<file path="config.mk">
export PLATFORM = sky130hd
export DESIGN_NAME = tsch_ctrl
export DESIGN_NICKNAME = d
export VERILOG_FILES = /design/src/sv/tsch_pkg.sv /design/src/sv/tsch_ctrl.sv
export SDC_FILE = /design/constraint.sdc
export NUM_CORES = 1
export LEC_CHECK = 0
export BUFFER_PORTS_ARGS = -buffer_cell sky130_fd_sc_hd__buf_2
export CORE_MARGIN = 3
export CORE_UTILIZATION = 30
export DETAILED_ROUTE_END_ITERATION = 8
export PLACE_DENSITY_LB_ADDON = 0.15
export SETUP_SLACK_MARGIN = 0.02
export SLEW_MARGIN = 20
export SYNTH_ARGS = -nofsm -noshare
export SYNTH_HDL_FRONTEND = slang
export SYNTH_SLANG_ARGS = --single-unit
</file>
<file path="constraint.sdc">
create_clock -name clk -period 2.21 [get_ports clk]
set_input_delay 0.663 -clock clk [delete_from_list [all_inputs] [get_ports clk]]
set_output_delay 0.663 -clock clk [all_outputs]
set_load 0.005 [all_outputs]
</file>
<file path="src/sv/tsch_pkg.sv">
// Shared constants, codes and control/status types for the thread scheduler.
package tsch_pkg;

	// Thread table geometry
	localparam int SLOTS = 16;
	localparam int IDX_W = $clog2(SLOTS);
	localparam int CNT_W = IDX_W + 1;

	// Millisecond-to-tick conversion
	localparam int MS_W = 16;
	localparam int FREQ_W = 32;
	localparam int PROD_W = FREQ_W + MS_W;
	localparam int REM_W = 10;
	localparam logic [REM_W:0] DIVISOR = 11'd1000;
	// Long division by 1000 in 16-bit digits, each digit by reciprocal multiply
	localparam int DIG_W = 16;
	localparam int DIGITS = PROD_W / DIG_W;
	localparam int STEP_W = REM_W + DIG_W;
	localparam int RECIP_W = 27;
	localparam int RECIP_SH = 36;
	localparam int MUL_W = STEP_W + RECIP_W;
	// ceil(2^36 / 1000); exact for every step value below 1000 * 2^16
	localparam logic [RECIP_W-1:0] RECIP = 27'd68719477;

	// Thread states
	localparam logic [2:0] ST_NEW = 3'd0;
	localparam logic [2:0] ST_READY = 3'd1;
	localparam logic [2:0] ST_RUN = 3'd2;
	localparam logic [2:0] ST_BLOCKED = 3'd3;
	localparam logic [2:0] ST_TERM = 3'd4;
	localparam logic [2:0] ST_SUSP_READY = 3'd5;
	localparam logic [2:0] ST_SUSP_WAIT = 3'd6;

	// Commands
	localparam logic [2:0] CMD_TICK = 3'd0;
	localparam logic [2:0] CMD_CONF = 3'd1;
	localparam logic [2:0] CMD_START = 3'd2;
	localparam logic [2:0] CMD_SUSP = 3'd3;
	localparam logic [2:0] CMD_KILL = 3'd4;
	localparam logic [2:0] CMD_SLEEP = 3'd5;
	localparam logic [2:0] CMD_YIELD = 3'd6;
	localparam logic [2:0] CMD_EXIT = 3'd7;

	// Configuration register indexes
	localparam logic [2:0] CFG_EN = 3'd0;
	localparam logic [2:0] CFG_MODE = 3'd1;
	localparam logic [2:0] CFG_QUANT = 3'd2;
	localparam logic [2:0] CFG_FREQ = 3'd3;
	localparam logic [2:0] CFG_COUNT = 3'd4;

	// Scheduling modes
	localparam logic [1:0] MODE_RR = 2'd0;
	localparam logic [1:0] MODE_PRIO = 2'd1;
	localparam logic [1:0] MODE_EDF = 2'd2;

	// Datapath operations
	localparam logic [3:0] OP_NONE = 4'd0;
	localparam logic [3:0] OP_DISP = 4'd1;
	localparam logic [3:0] OP_WAKE = 4'd2;
	localparam logic [3:0] OP_ST_DL = 4'd3;
	localparam logic [3:0] OP_ST_PER = 4'd4;
	localparam logic [3:0] OP_ST_FIN = 4'd5;
	localparam logic [3:0] OP_SLEEP = 4'd6;
	localparam logic [3:0] OP_RR_CHK = 4'd7;
	localparam logic [3:0] OP_RR_PICK = 4'd8;
	localparam logic [3:0] OP_RR_FALL = 4'd9;
	localparam logic [3:0] OP_PR_EVAL = 4'd10;
	localparam logic [3:0] OP_PR_DEM = 4'd11;
	localparam logic [3:0] OP_PR_SEL = 4'd12;
	localparam logic [3:0] OP_OUT = 4'd13;

	// Table address sources
	localparam logic [1:0] ADDR_TGT = 2'd0;
	localparam logic [1:0] ADDR_SCAN = 2'd1;
	localparam logic [1:0] ADDR_CUR = 2'd2;
	localparam logic [1:0] ADDR_BEST = 2'd3;

	// Conversion operand sources
	localparam logic [1:0] CV_DL = 2'd0;
	localparam logic [1:0] CV_PER = 2'd1;
	localparam logic [1:0] CV_DUR = 2'd2;

	typedef struct packed {
		logic latch;
		logic [3:0] op;
		logic [1:0] addr_sel;
		logic [IDX_W-1:0] scan_idx;
		logic first;
		logic cv_start;
		logic [1:0] cv_sel;
	} ctl_t;

	typedef struct packed {
		logic is_start_ok;
		logic tick_go;
		logic sleep_go;
		logic start_hit;
		logic dl_neg;
		logic cv_done;
		logic rr_need;
		logic [IDX_W-1:0] rr_j0;
		logic rr_ready;
		logic [1:0] mode;
		logic [CNT_W-1:0] n;
		logic out_free;
	} stat_t;

endpackage

</file>
<file path="src/sv/tsch_ctrl.sv">
// Scheduler controller: sequences dispatch, wake pass, thread start and selection.
module tsch_ctrl
	import tsch_pkg::*;
(
	input  logic  clk,
	input  logic  arst_n,
	input  logic  in_valid,
	output logic  in_ready,
	input  stat_t st,
	output ctl_t  ctl
);

	localparam logic [3:0] S_IDLE = 4'd0;
	localparam logic [3:0] S_DISP = 4'd1;
	localparam logic [3:0] S_WAKE = 4'd2;
	localparam logic [3:0] S_DL = 4'd3;
	localparam logic [3:0] S_DL_W = 4'd4;
	localparam logic [3:0] S_PER = 4'd5;
	localparam logic [3:0] S_PER_W = 4'd6;
	localparam logic [3:0] S_FIN = 4'd7;
	localparam logic [3:0] S_SLP_W = 4'd8;
	localparam logic [3:0] S_RR_CHK = 4'd9;
	localparam logic [3:0] S_RR_SCAN = 4'd10;
	localparam logic [3:0] S_RR_FALL = 4'd11;
	localparam logic [3:0] S_PR_SCAN = 4'd12;
	localparam logic [3:0] S_PR_DEM = 4'd13;
	localparam logic [3:0] S_PR_SEL = 4'd14;
	localparam logic [3:0] S_OUT = 4'd15;

	logic [3:0] state_q, state_n;
	logic [IDX_W-1:0] i_q, i_n;
	logic [IDX_W-1:0] k_q, k_n;
	logic ctx_q, ctx_n;
	logic i_last, k_last;
	logic [CNT_W-1:0] i_inc;
	logic [3:0] after_wake;
	logic [1:0] start_addr;

	assign i_last = ({1'b0, i_q} == (st.n - 1'b1));
	assign k_last = ({1'b0, k_q} == (st.n - 1'b1));
	assign i_inc = {1'b0, i_q} + 1'b1;
	assign start_addr = ctx_q ? ADDR_SCAN : ADDR_TGT;

	// Where the tick goes once the wake pass is over
	always_comb begin
		case (st.mode)
			MODE_RR:   after_wake = S_RR_CHK;
			MODE_PRIO: after_wake = S_PR_SCAN;
			MODE_EDF:  after_wake = S_PR_SCAN;
			default:   after_wake = S_OUT;
		endcase
	end

	// Next state and datapath commands
	always_comb begin
		state_n = state_q;
		i_n = i_q;
		k_n = k_q;
		ctx_n = ctx_q;
		in_ready = 1'b0;
		ctl = '0;
		ctl.op = OP_NONE;
		ctl.addr_sel = ADDR_TGT;
		ctl.scan_idx = i_q;
		ctl.cv_sel = CV_DUR;
		unique case (state_q)
			S_IDLE: begin
				in_ready = 1'b1;
				if (in_valid) begin
					ctl.latch = 1'b1;
					state_n = S_DISP;
				end
			end
			S_DISP: begin
				ctl.op = OP_DISP;
				if (st.is_start_ok) begin
					ctx_n = 1'b0;
					state_n = S_DL;
				end else if (st.tick_go) begin
					i_n = '0;
					state_n = S_WAKE;
				end else if (st.sleep_go) begin
					ctl.cv_start = 1'b1;
					ctl.cv_sel = CV_DUR;
					state_n = S_SLP_W;
				end else begin
					state_n = S_OUT;
				end
			end
			S_WAKE: begin
				ctl.op = OP_WAKE;
				ctl.addr_sel = ADDR_SCAN;
				if (st.start_hit) begin
					ctx_n = 1'b1;
					state_n = S_DL;
				end else if (i_last) begin
					i_n = '0;
					state_n = after_wake;
				end else begin
					i_n = i_inc[IDX_W-1:0];
				end
			end
			S_DL: begin
				ctl.addr_sel = start_addr;
				if (st.dl_neg) begin
					ctl.op = OP_ST_DL;
					state_n = S_PER;
				end else begin
					ctl.cv_start = 1'b1;
					ctl.cv_sel = CV_DL;
					state_n = S_DL_W;
				end
			end
			S_DL_W: begin
				ctl.addr_sel = start_addr;
				if (st.cv_done) begin
					ctl.op = OP_ST_DL;
					state_n = S_PER;
				end
			end
			S_PER: begin
				ctl.addr_sel = start_addr;
				ctl.cv_start = 1'b1;
				ctl.cv_sel = CV_PER;
				state_n = S_PER_W;
			end
			S_PER_W: begin
				ctl.addr_sel = start_addr;
				if (st.cv_done) begin
					ctl.op = OP_ST_PER;
					state_n = S_FIN;
				end
			end
			S_FIN: begin
				ctl.addr_sel = start_addr;
				ctl.op = OP_ST_FIN;
				if (!ctx_q) begin
					state_n = S_OUT;
				end else if (i_last) begin
					i_n = '0;
					state_n = after_wake;
				end else begin
					i_n = i_inc[IDX_W-1:0];
					state_n = S_WAKE;
				end
			end
			S_SLP_W: begin
				ctl.addr_sel = ADDR_CUR;
				if (st.cv_done) begin
					ctl.op = OP_SLEEP;
					state_n = S_OUT;
				end
			end
			S_RR_CHK: begin
				ctl.addr_sel = ADDR_CUR;
				ctl.op = OP_RR_CHK;
				if (st.rr_need) begin
					i_n = st.rr_j0;
					k_n = '0;
					state_n = S_RR_SCAN;
				end else begin
					state_n = S_OUT;
				end
			end
			S_RR_SCAN: begin
				ctl.addr_sel = ADDR_SCAN;
				ctl.op = OP_RR_PICK;
				if (st.rr_ready) begin
					state_n = S_OUT;
				end else if (k_last) begin
					state_n = S_RR_FALL;
				end else begin
					k_n = k_q + 1'b1;
					i_n = (i_inc == st.n) ? '0 : i_inc[IDX_W-1:0];
				end
			end
			S_RR_FALL: begin
				ctl.addr_sel = ADDR_CUR;
				ctl.op = OP_RR_FALL;
				state_n = S_OUT;
			end
			S_PR_SCAN: begin
				ctl.addr_sel = ADDR_SCAN;
				ctl.op = OP_PR_EVAL;
				ctl.first = (i_q == '0);
				if (i_last)
					state_n = S_PR_DEM;
				else
					i_n = i_inc[IDX_W-1:0];
			end
			S_PR_DEM: begin
				ctl.addr_sel = ADDR_CUR;
				ctl.op = OP_PR_DEM;
				state_n = S_PR_SEL;
			end
			S_PR_SEL: begin
				ctl.addr_sel = ADDR_BEST;
				ctl.op = OP_PR_SEL;
				state_n = S_OUT;
			end
			S_OUT: begin
				ctl.op = OP_OUT;
				if (st.out_free)
					state_n = S_IDLE;
			end
			default: state_n = S_IDLE;
		endcase
	end

	always_ff @(posedge clk or negedge arst_n) begin
		if (!arst_n) begin
			state_q <= S_IDLE;
			i_q <= '0;
			k_q <= '0;
			ctx_q <= 1'b0;
		end else begin
			state_q <= state_n;
			i_q <= i_n;
			k_q <= k_n;
			ctx_q <= ctx_n;
		end
	end

`ifndef ASSERT_OFF
	a_accept_dispatch: assert property (@(posedge clk) disable iff (!arst_n)
		(in_valid && in_ready) |=> (state_q == S_DISP))
		else $error("accepted word not dispatched");
	a_conv_wait: assert property (@(posedge clk) disable iff (!arst_n)
		(state_q == S_DL_W && !st.cv_done) |=> (state_q == S_DL_W))
		else $error("left deadline conversion before done");
	a_scan_range: assert property (@(posedge clk) disable iff (!arst_n)
		(state_q == S_WAKE || state_q == S_PR_SCAN) |-> ({1'b0, i_q} < st.n))
		else $error("scan index beyond thread count");
	a_out_hold: assert property (@(posedge clk) disable iff (!arst_n)
		(state_q == S_OUT && !st.out_free) |=> (state_q == S_OUT))
		else $error("result dropped while output full");
`endif

endmodule

</file>
# Word-level counts from Yosys, hierarchy flattened

Index checks and enable logic that the tools add are counted.

Flip-flop bits (word level): 13
Bits in latches: 0
RAM bits: 0
Bits in read-only memories: 0
Bits of input ports: 23
Output and inout port bits: 16
Logic and storage cells: 113
Memories kept: 0

Add/subtract/negate cells: 3
$mul: 0
Divide/modulo/power cells: 0
$lt $le $gt $ge: 0
Eq/ne operators: 38
Shifts and indexed selects: 0
Muxes and demuxes: 53
Bitwise logic cells: 0
Reductions and logical operators: 15

Operators with widths:

| operator                                                              | number |
|---|---|
| 4-bit 2-to-1 mux                                                      | 27 |
| 4-bit one-hot mux with 15 select lines                                | 1 |
| 4-bit one-hot mux with 14 select lines                                | 1 |
| 4-bit equality test, second input constant                            | 8 |
| 2-bit inequality test, second input constant                          | 16 |
| 3-bit 2-to-1 mux                                                      | 8 |
| 4-bit one-hot mux with 6 select lines                                 | 1 |
| 4-bit by 3-bit equality test with 1-bit output, second input constant | 4 |
| 4-bit by 5-bit equality test with 1-bit output                        | 2 |
| 3-bit one-hot mux with 3 select lines                                 | 1 |
| 9-bit AND reduction                                                   | 1 |
| 4-bit by 2-bit equality test with 1-bit output, second input constant | 2 |
| 4-bit logical NOT                                                     | 2 |
| 1-bit 2-to-1 mux                                                      | 8 |
| 2-bit one-hot mux with 4 select lines                                 | 1 |
| 4-bit one-hot mux with 2 select lines                                 | 1 |
| 8-bit AND reduction                                                   | 1 |
| 3-bit inequality test, second input constant                          | 2 |
| 3-bit one-hot mux with 2 select lines                                 | 1 |
| 6-bit nonzero test                                                    | 1 |
| 4-bit by 1-bit adder with 5-bit output, second input constant         | 1 |
| 5-bit equality test                                                   | 1 |
| 5-bit OR reduction                                                    | 1 |
| 5-bit by 1-bit subtractor with 5-bit output, second input constant    | 1 |
| other kinds (13)                                                      | 16 |

# Depth between registers and ports, before layout

Depth in word-level cells: 6
Mapped depth: 8
Gate-level depth less buffers: 8

# Least setup slack after synthesis

Ideal clock, no wire load.

Kind: in2reg
Start: input st[1] (netlist bit)
End: register i_q[2]
Arrival: 2.394 ns
Required time: 2.109 ns
Path slack: -0.285 ns
Cell stages on the path: 8
Path buffers: 0
Cell sequence: inv_1 -> ha_1 -> or2b_1 -> a32oi_2 -> a211oi_2 -> a221o_1 -> or2_4 -> o32ai_1

Cells in the longest elaborated chain, start to end: 5
Elaborated cells between the ends (all ways): 14
Those cells by class: add/sub: 1; eq/ne: 5; mux: 7; reduce/logical: 1

RTL lines:

| what                                                                               | line                                                | text |
|---|---|---|
| from (decl)                                                                        | tsch_ctrl.sv:9                                      | `input stat_t st,` |
| 5-bit by 1-bit subtractor with 5-bit output or 5-bit equality test (tied branches) | tsch_ctrl.sv:39, tsch_ctrl.sv:40, tsch_ctrl.sv:174  |  |
| 4-bit by 5-bit equality test with 1-bit output or 4-bit 2-to-1 mux (tied branches) | tsch_ctrl.sv:39, tsch_ctrl.sv:174                   |  |
| 4-bit 2-to-1 mux, on equally long branches                                         | tsch_ctrl.sv:96, tsch_ctrl.sv:139, tsch_ctrl.sv:170 |  |
| 4-bit 2-to-1 mux, on equally long branches                                         | tsch_ctrl.sv:137, tsch_ctrl.sv:93, tsch_ctrl.sv:168 |  |
| 4-bit one-hot mux with 6 select lines                                              | tsch_ctrl.sv:66                                     | `unique case (state_q)` |
| to (signal assigned)                                                               | tsch_ctrl.sv:218                                    | `i_q <= i_n;` |
| to (decl)                                                                          | tsch_ctrl.sv:31                                     | `logic [IDX_W-1:0] i_q, i_n;` |

Parallel ways exist; a longest one is shown, timed or not. The select of a mux whose other input is x is not followed.
A chain may end at the register's enable or synchronous reset.

# Final worst setup path

Start: input st[1] (netlist bit)
End: register i_q[0]

Same word-level chain as after synthesis.

==> flow_summary.rst <==
.. list-table::
   :header-rows: 1

   * - Metric
     - Value
   * - Outcome
     - complete, but fails checks
   * - Required time of the worst setup path
     - 2.33 ns
   * - Routed via count
     - 2,089
   * - Failing checks
     - setup timing
   * - Setup crit end
     - i_q[0]
   * - Area of the die
     - 6634 um^2
   * - Distinct cell type count after synthesis
     - 62
   * - Hold-fix buffer count after cts
     - 0
   * - Global-route wire length before repair
     - 9749 um
   * - Post-layout net count
     - 350
   * - Number of antenna violations at the first check in global routing
     - 0
   * - Maximum vdd drop
     - 0.5863 mV
   * - EDFF count, synth
     - 0
   * - Sort of element at the start of the critical path
     - input port
   * - Total negative slack
     - -0.9409 ns
   * - Critical Path Slowest Stage Cell
     - a211o_1
   * - Reg2Reg Setup Slack
     - -0.03 ns
   * - Ratio of routed vias to standard cells
     - 5.356
   * - Worst Path Arrival
     - 2.47 ns
   * - Number of gates on the worst path with buffers counted
     - 10
   * - Detail Route Antenna Nets
     - 0
   * - Number of buffers inserted by port buffering
     - 38
   * - Area added between synthesis and finish
     - 58.61%
   * - H-tree depth reported by CTS
     - 1
   * - Maximum single-stage delay on the critical path
     - 0.31 ns
   * - Yosys warnings
     - 0
   * - Number of hold-slack violations in the final timing report
     - 0
   * - Number of antenna repair diodes
     - 0
   * - Cells traversed along the worst timing path
     - buf_8 -> inv_8 -> ha_4 -> nand3b_1 -> a211o_1 -> a211oi_2 -> o211ai_1 -> buf_4 -> a22oi_1 -> o31ai_4
   * - Cell types with the largest area share after synthesis
     - dfrtp_1 (19%), o21ai_0 (6.7%), ha_1 (4.4%)
   * - Total number of clock tree sinks
     - 13
   * - GRT Overall Usage
     - 18.49%
   * - Root cell of the clock tree
     - clkbuf_8
   * - Synthesized area
     - 1708 um^2
   * - Detailed placer's ending HPWL
     - 4503 um
   * - Remaining Overflow, GRT
     - 0
   * - Synth area leader
     - dfrtp_1
   * - Share of synthesized flip-flops with an asynchronous set or reset
     - 100.0%
   * - Syn Inst Count
     - 229
   * - Flip-flop cell with the highest count after synthesis
     - dfrtp_1
   * - Die height
     - 81.45 um
   * - Post-layout total power
     - 3.419 mW
   * - Number of cells after detailed placement
     - 369
   * - DRC Markers
     - 0
   * - Slew headroom
     - 65.23%
   * - Average cell area after synthesis
     - 7.458 um^2
   * - Routed wire per std cell
     - 15.42 um
   * - Share of post-route cells with drive strength above 1
     - 44.06%
   * - Clk pin slew, worst setup/hold paths
     - 0.06 ns
   * - Max Cap Viol
     - 0
   * - Post-Place Worst Slack
     - -0.4835 ns
   * - Vias in the first global route
     - 1,926
   * - Startpoint of the worst-slack reg-to-reg timing path
     - state_q[2]
   * - Initial standard-cell utilization of the core
     - 32.21%
   * - Weighted congestion reported at the end of routability-driven placement
     - 0.8980
   * - Drt first-iter violations
     - 179
   * - Site Rows
     - 26
   * - Die X
     - 81.45 um
   * - Core Area
     - 5303 um^2
   * - Endpoint class of the critical path
     - register
   * - Flip-flop and latch count after synthesis
     - 13
   * - TritonCTS buffer count
     - 3
   * - Final period demand of the worst path
     - 2.349 ns
   * - Syn nets
     - 258
   * - Synth top area share
     - 19.05%
   * - Register area share after synthesis
     - 19.05%
   * - Length in cells of the worst reg-to-reg path
     - 8
   * - Length of the first detailed-routing pass in iterations
     - 4
   * - F_max
     - 0.4258 GHz
   * - Later-pin clock latency in the skew report
     - 0.24 ns
   * - Number of slew-limit violations in the final report
     - 0
   * - Maximum root-to-sink buffer count
     - 2
   * - End of the worst register-to-register path
     - i_q[0]
   * - Startpoint-to-endpoint class of the critical path
     - in -> reg
   * - Clock tree from TritonCTS
     - done
   * - Worst setup startpoint
     - st[1]
   * - Unrepaired setup endpoints after global routing
     - yes
   * - Pin slew with the least headroom to its limit
     - 0.5192 ns
   * - Final routed wirelength across all metal layers
     - 6013 um
   * - Total of fill cells in the finished design
     - 520
   * - Final critical-path share of the clock period
     - 106.3%
   * - Final setup viols
     - 11
   * - Final standard cell count with taps included and fillers excluded
     - 390
   * - WP buf/inv
     - 3
   * - Pin count of the biggest net entering global routing
     - 14
   * - Slack of the critical path
     - -0.1386 ns
   * - Power Dens Cells
     - 1262 nW/um^2
   * - Top Ports
     - 39
   * - Worst hold path class
     - in -> async
   * - Maximum fanout count along the critical path
     - 5
   * - Leakage power
     - 1.206 nW
   * - Clk_skew
     - 0.003758 ns
   * - Family with the most delay on the worst path
     - compound AO/OA/AOI/OAI gates
[cells in the final DEF, fill, tap and decap left out, types with 3 or more instances in the layout]
cell type   n
xor2_1      5
a211oi_1    3
inv_1      11
xnor2_1     6
clkbuf_8    3
nand2b_1   10
buf_2      36
nand2_1    19
nor2_1     17
nor3_1      8
a21oi_1    11
nand3_1     6
dfrtp_1    11
o21ai_1     6
buf_4      50
ha_1        5
o211ai_1    6
buf_6       9
o21ai_0    15
[registers in the layout, summed over array words and instances (netlist names)]
register	count
i_q	4
state_q	4
ctx_q	1
k_q	4
[what timing repair did]
item / in CTS / in global routing
hold endpoints to repair: 0 / 0
pin swaps: 12 / 11
gates resized for setup: 21 / 32
setup buffers: 11 / 5
setup endpoints to repair: 16 / 21
cloned: 1 / 0
[kinds of logic after synthesis]
family                   share of synthesized area [%]
AO/OA/AOI/OAI                                    32.24
XOR/XNOR                                         7.619
multiplexers                                     2.564
buffers and inverters                            6.226
AND/OR/NAND/NOR                                  27.91
adder cells (fa/ha/maj)                          4.395
flip-flops                                       19.05
[area by class of cell]
cell class                      instances  area (um^2)  share of cell area (%)
Sequential cell                        13        327.8                   12.10
Multi-Input combinational cell        191         1464                   54.04
Timing Repair Buffer                   98        711.9                   26.28
Inverter                               14        72.57                   2.679
Clock buffer                            4        45.04                   1.663
Tap cell                               70        87.58                   3.233
[how the worst min path moves through the flow]
stage           start    endpoint  slack (ns)
2_1_floorplan  arst_n       ctx_q        0.37
3_3_place_gp   arst_n      k_q[0]        0.58
3_5_place_dp   k_q[0]      k_q[0]        0.57
4_1_cts        arst_n  state_q[2]        0.32
5_1_grt        arst_n      k_q[0]        0.33
6_report       arst_n      i_q[3]        0.32
[Yosys cell counts, drive strengths merged, types with 5 or more instances]
cell	number
clkbuf	9
nand3	6
o21ai	23
o211ai	6
a211oi	5
nand2	19
xnor2	8
dfrtp	13
ha	6
nor2	19
nand2b	11
xor2	6
nor3	10
a21oi	13
inv	13
[metrics by stage]
step	util [%]	cell area, um^2	hold WS (ns)
after global routing	51.09	2709	0.3323
final	51.09	2709	0.3152
after CTS	48.02	2546	0.3180
after global placement	43.91	2328	0.5764
after floorplan	-	1762	0.3674
after detailed placement	43.91	2328	0.5689
[power by group]
group	leakage, nW	switching (mW)	internal, mW	total, mW
clock network	0.0228	0.0936	0.128	0.221
registers	0.162	0.128	0.335	0.462
logic	1.02	1.37	1.36	2.74
[layer usage]
layer / up-vias / routed length [um] / track usage [%]
met5: - / 0 / 0
met4: 0 / 42 / 1.858
met3: 5 / 354 / 2.851
met2: 56 / 2751 / 28.01
met1: 995 / 2864 / 28.25
li1: 1033 / - / -
Power figures use the tool's default switching activity.
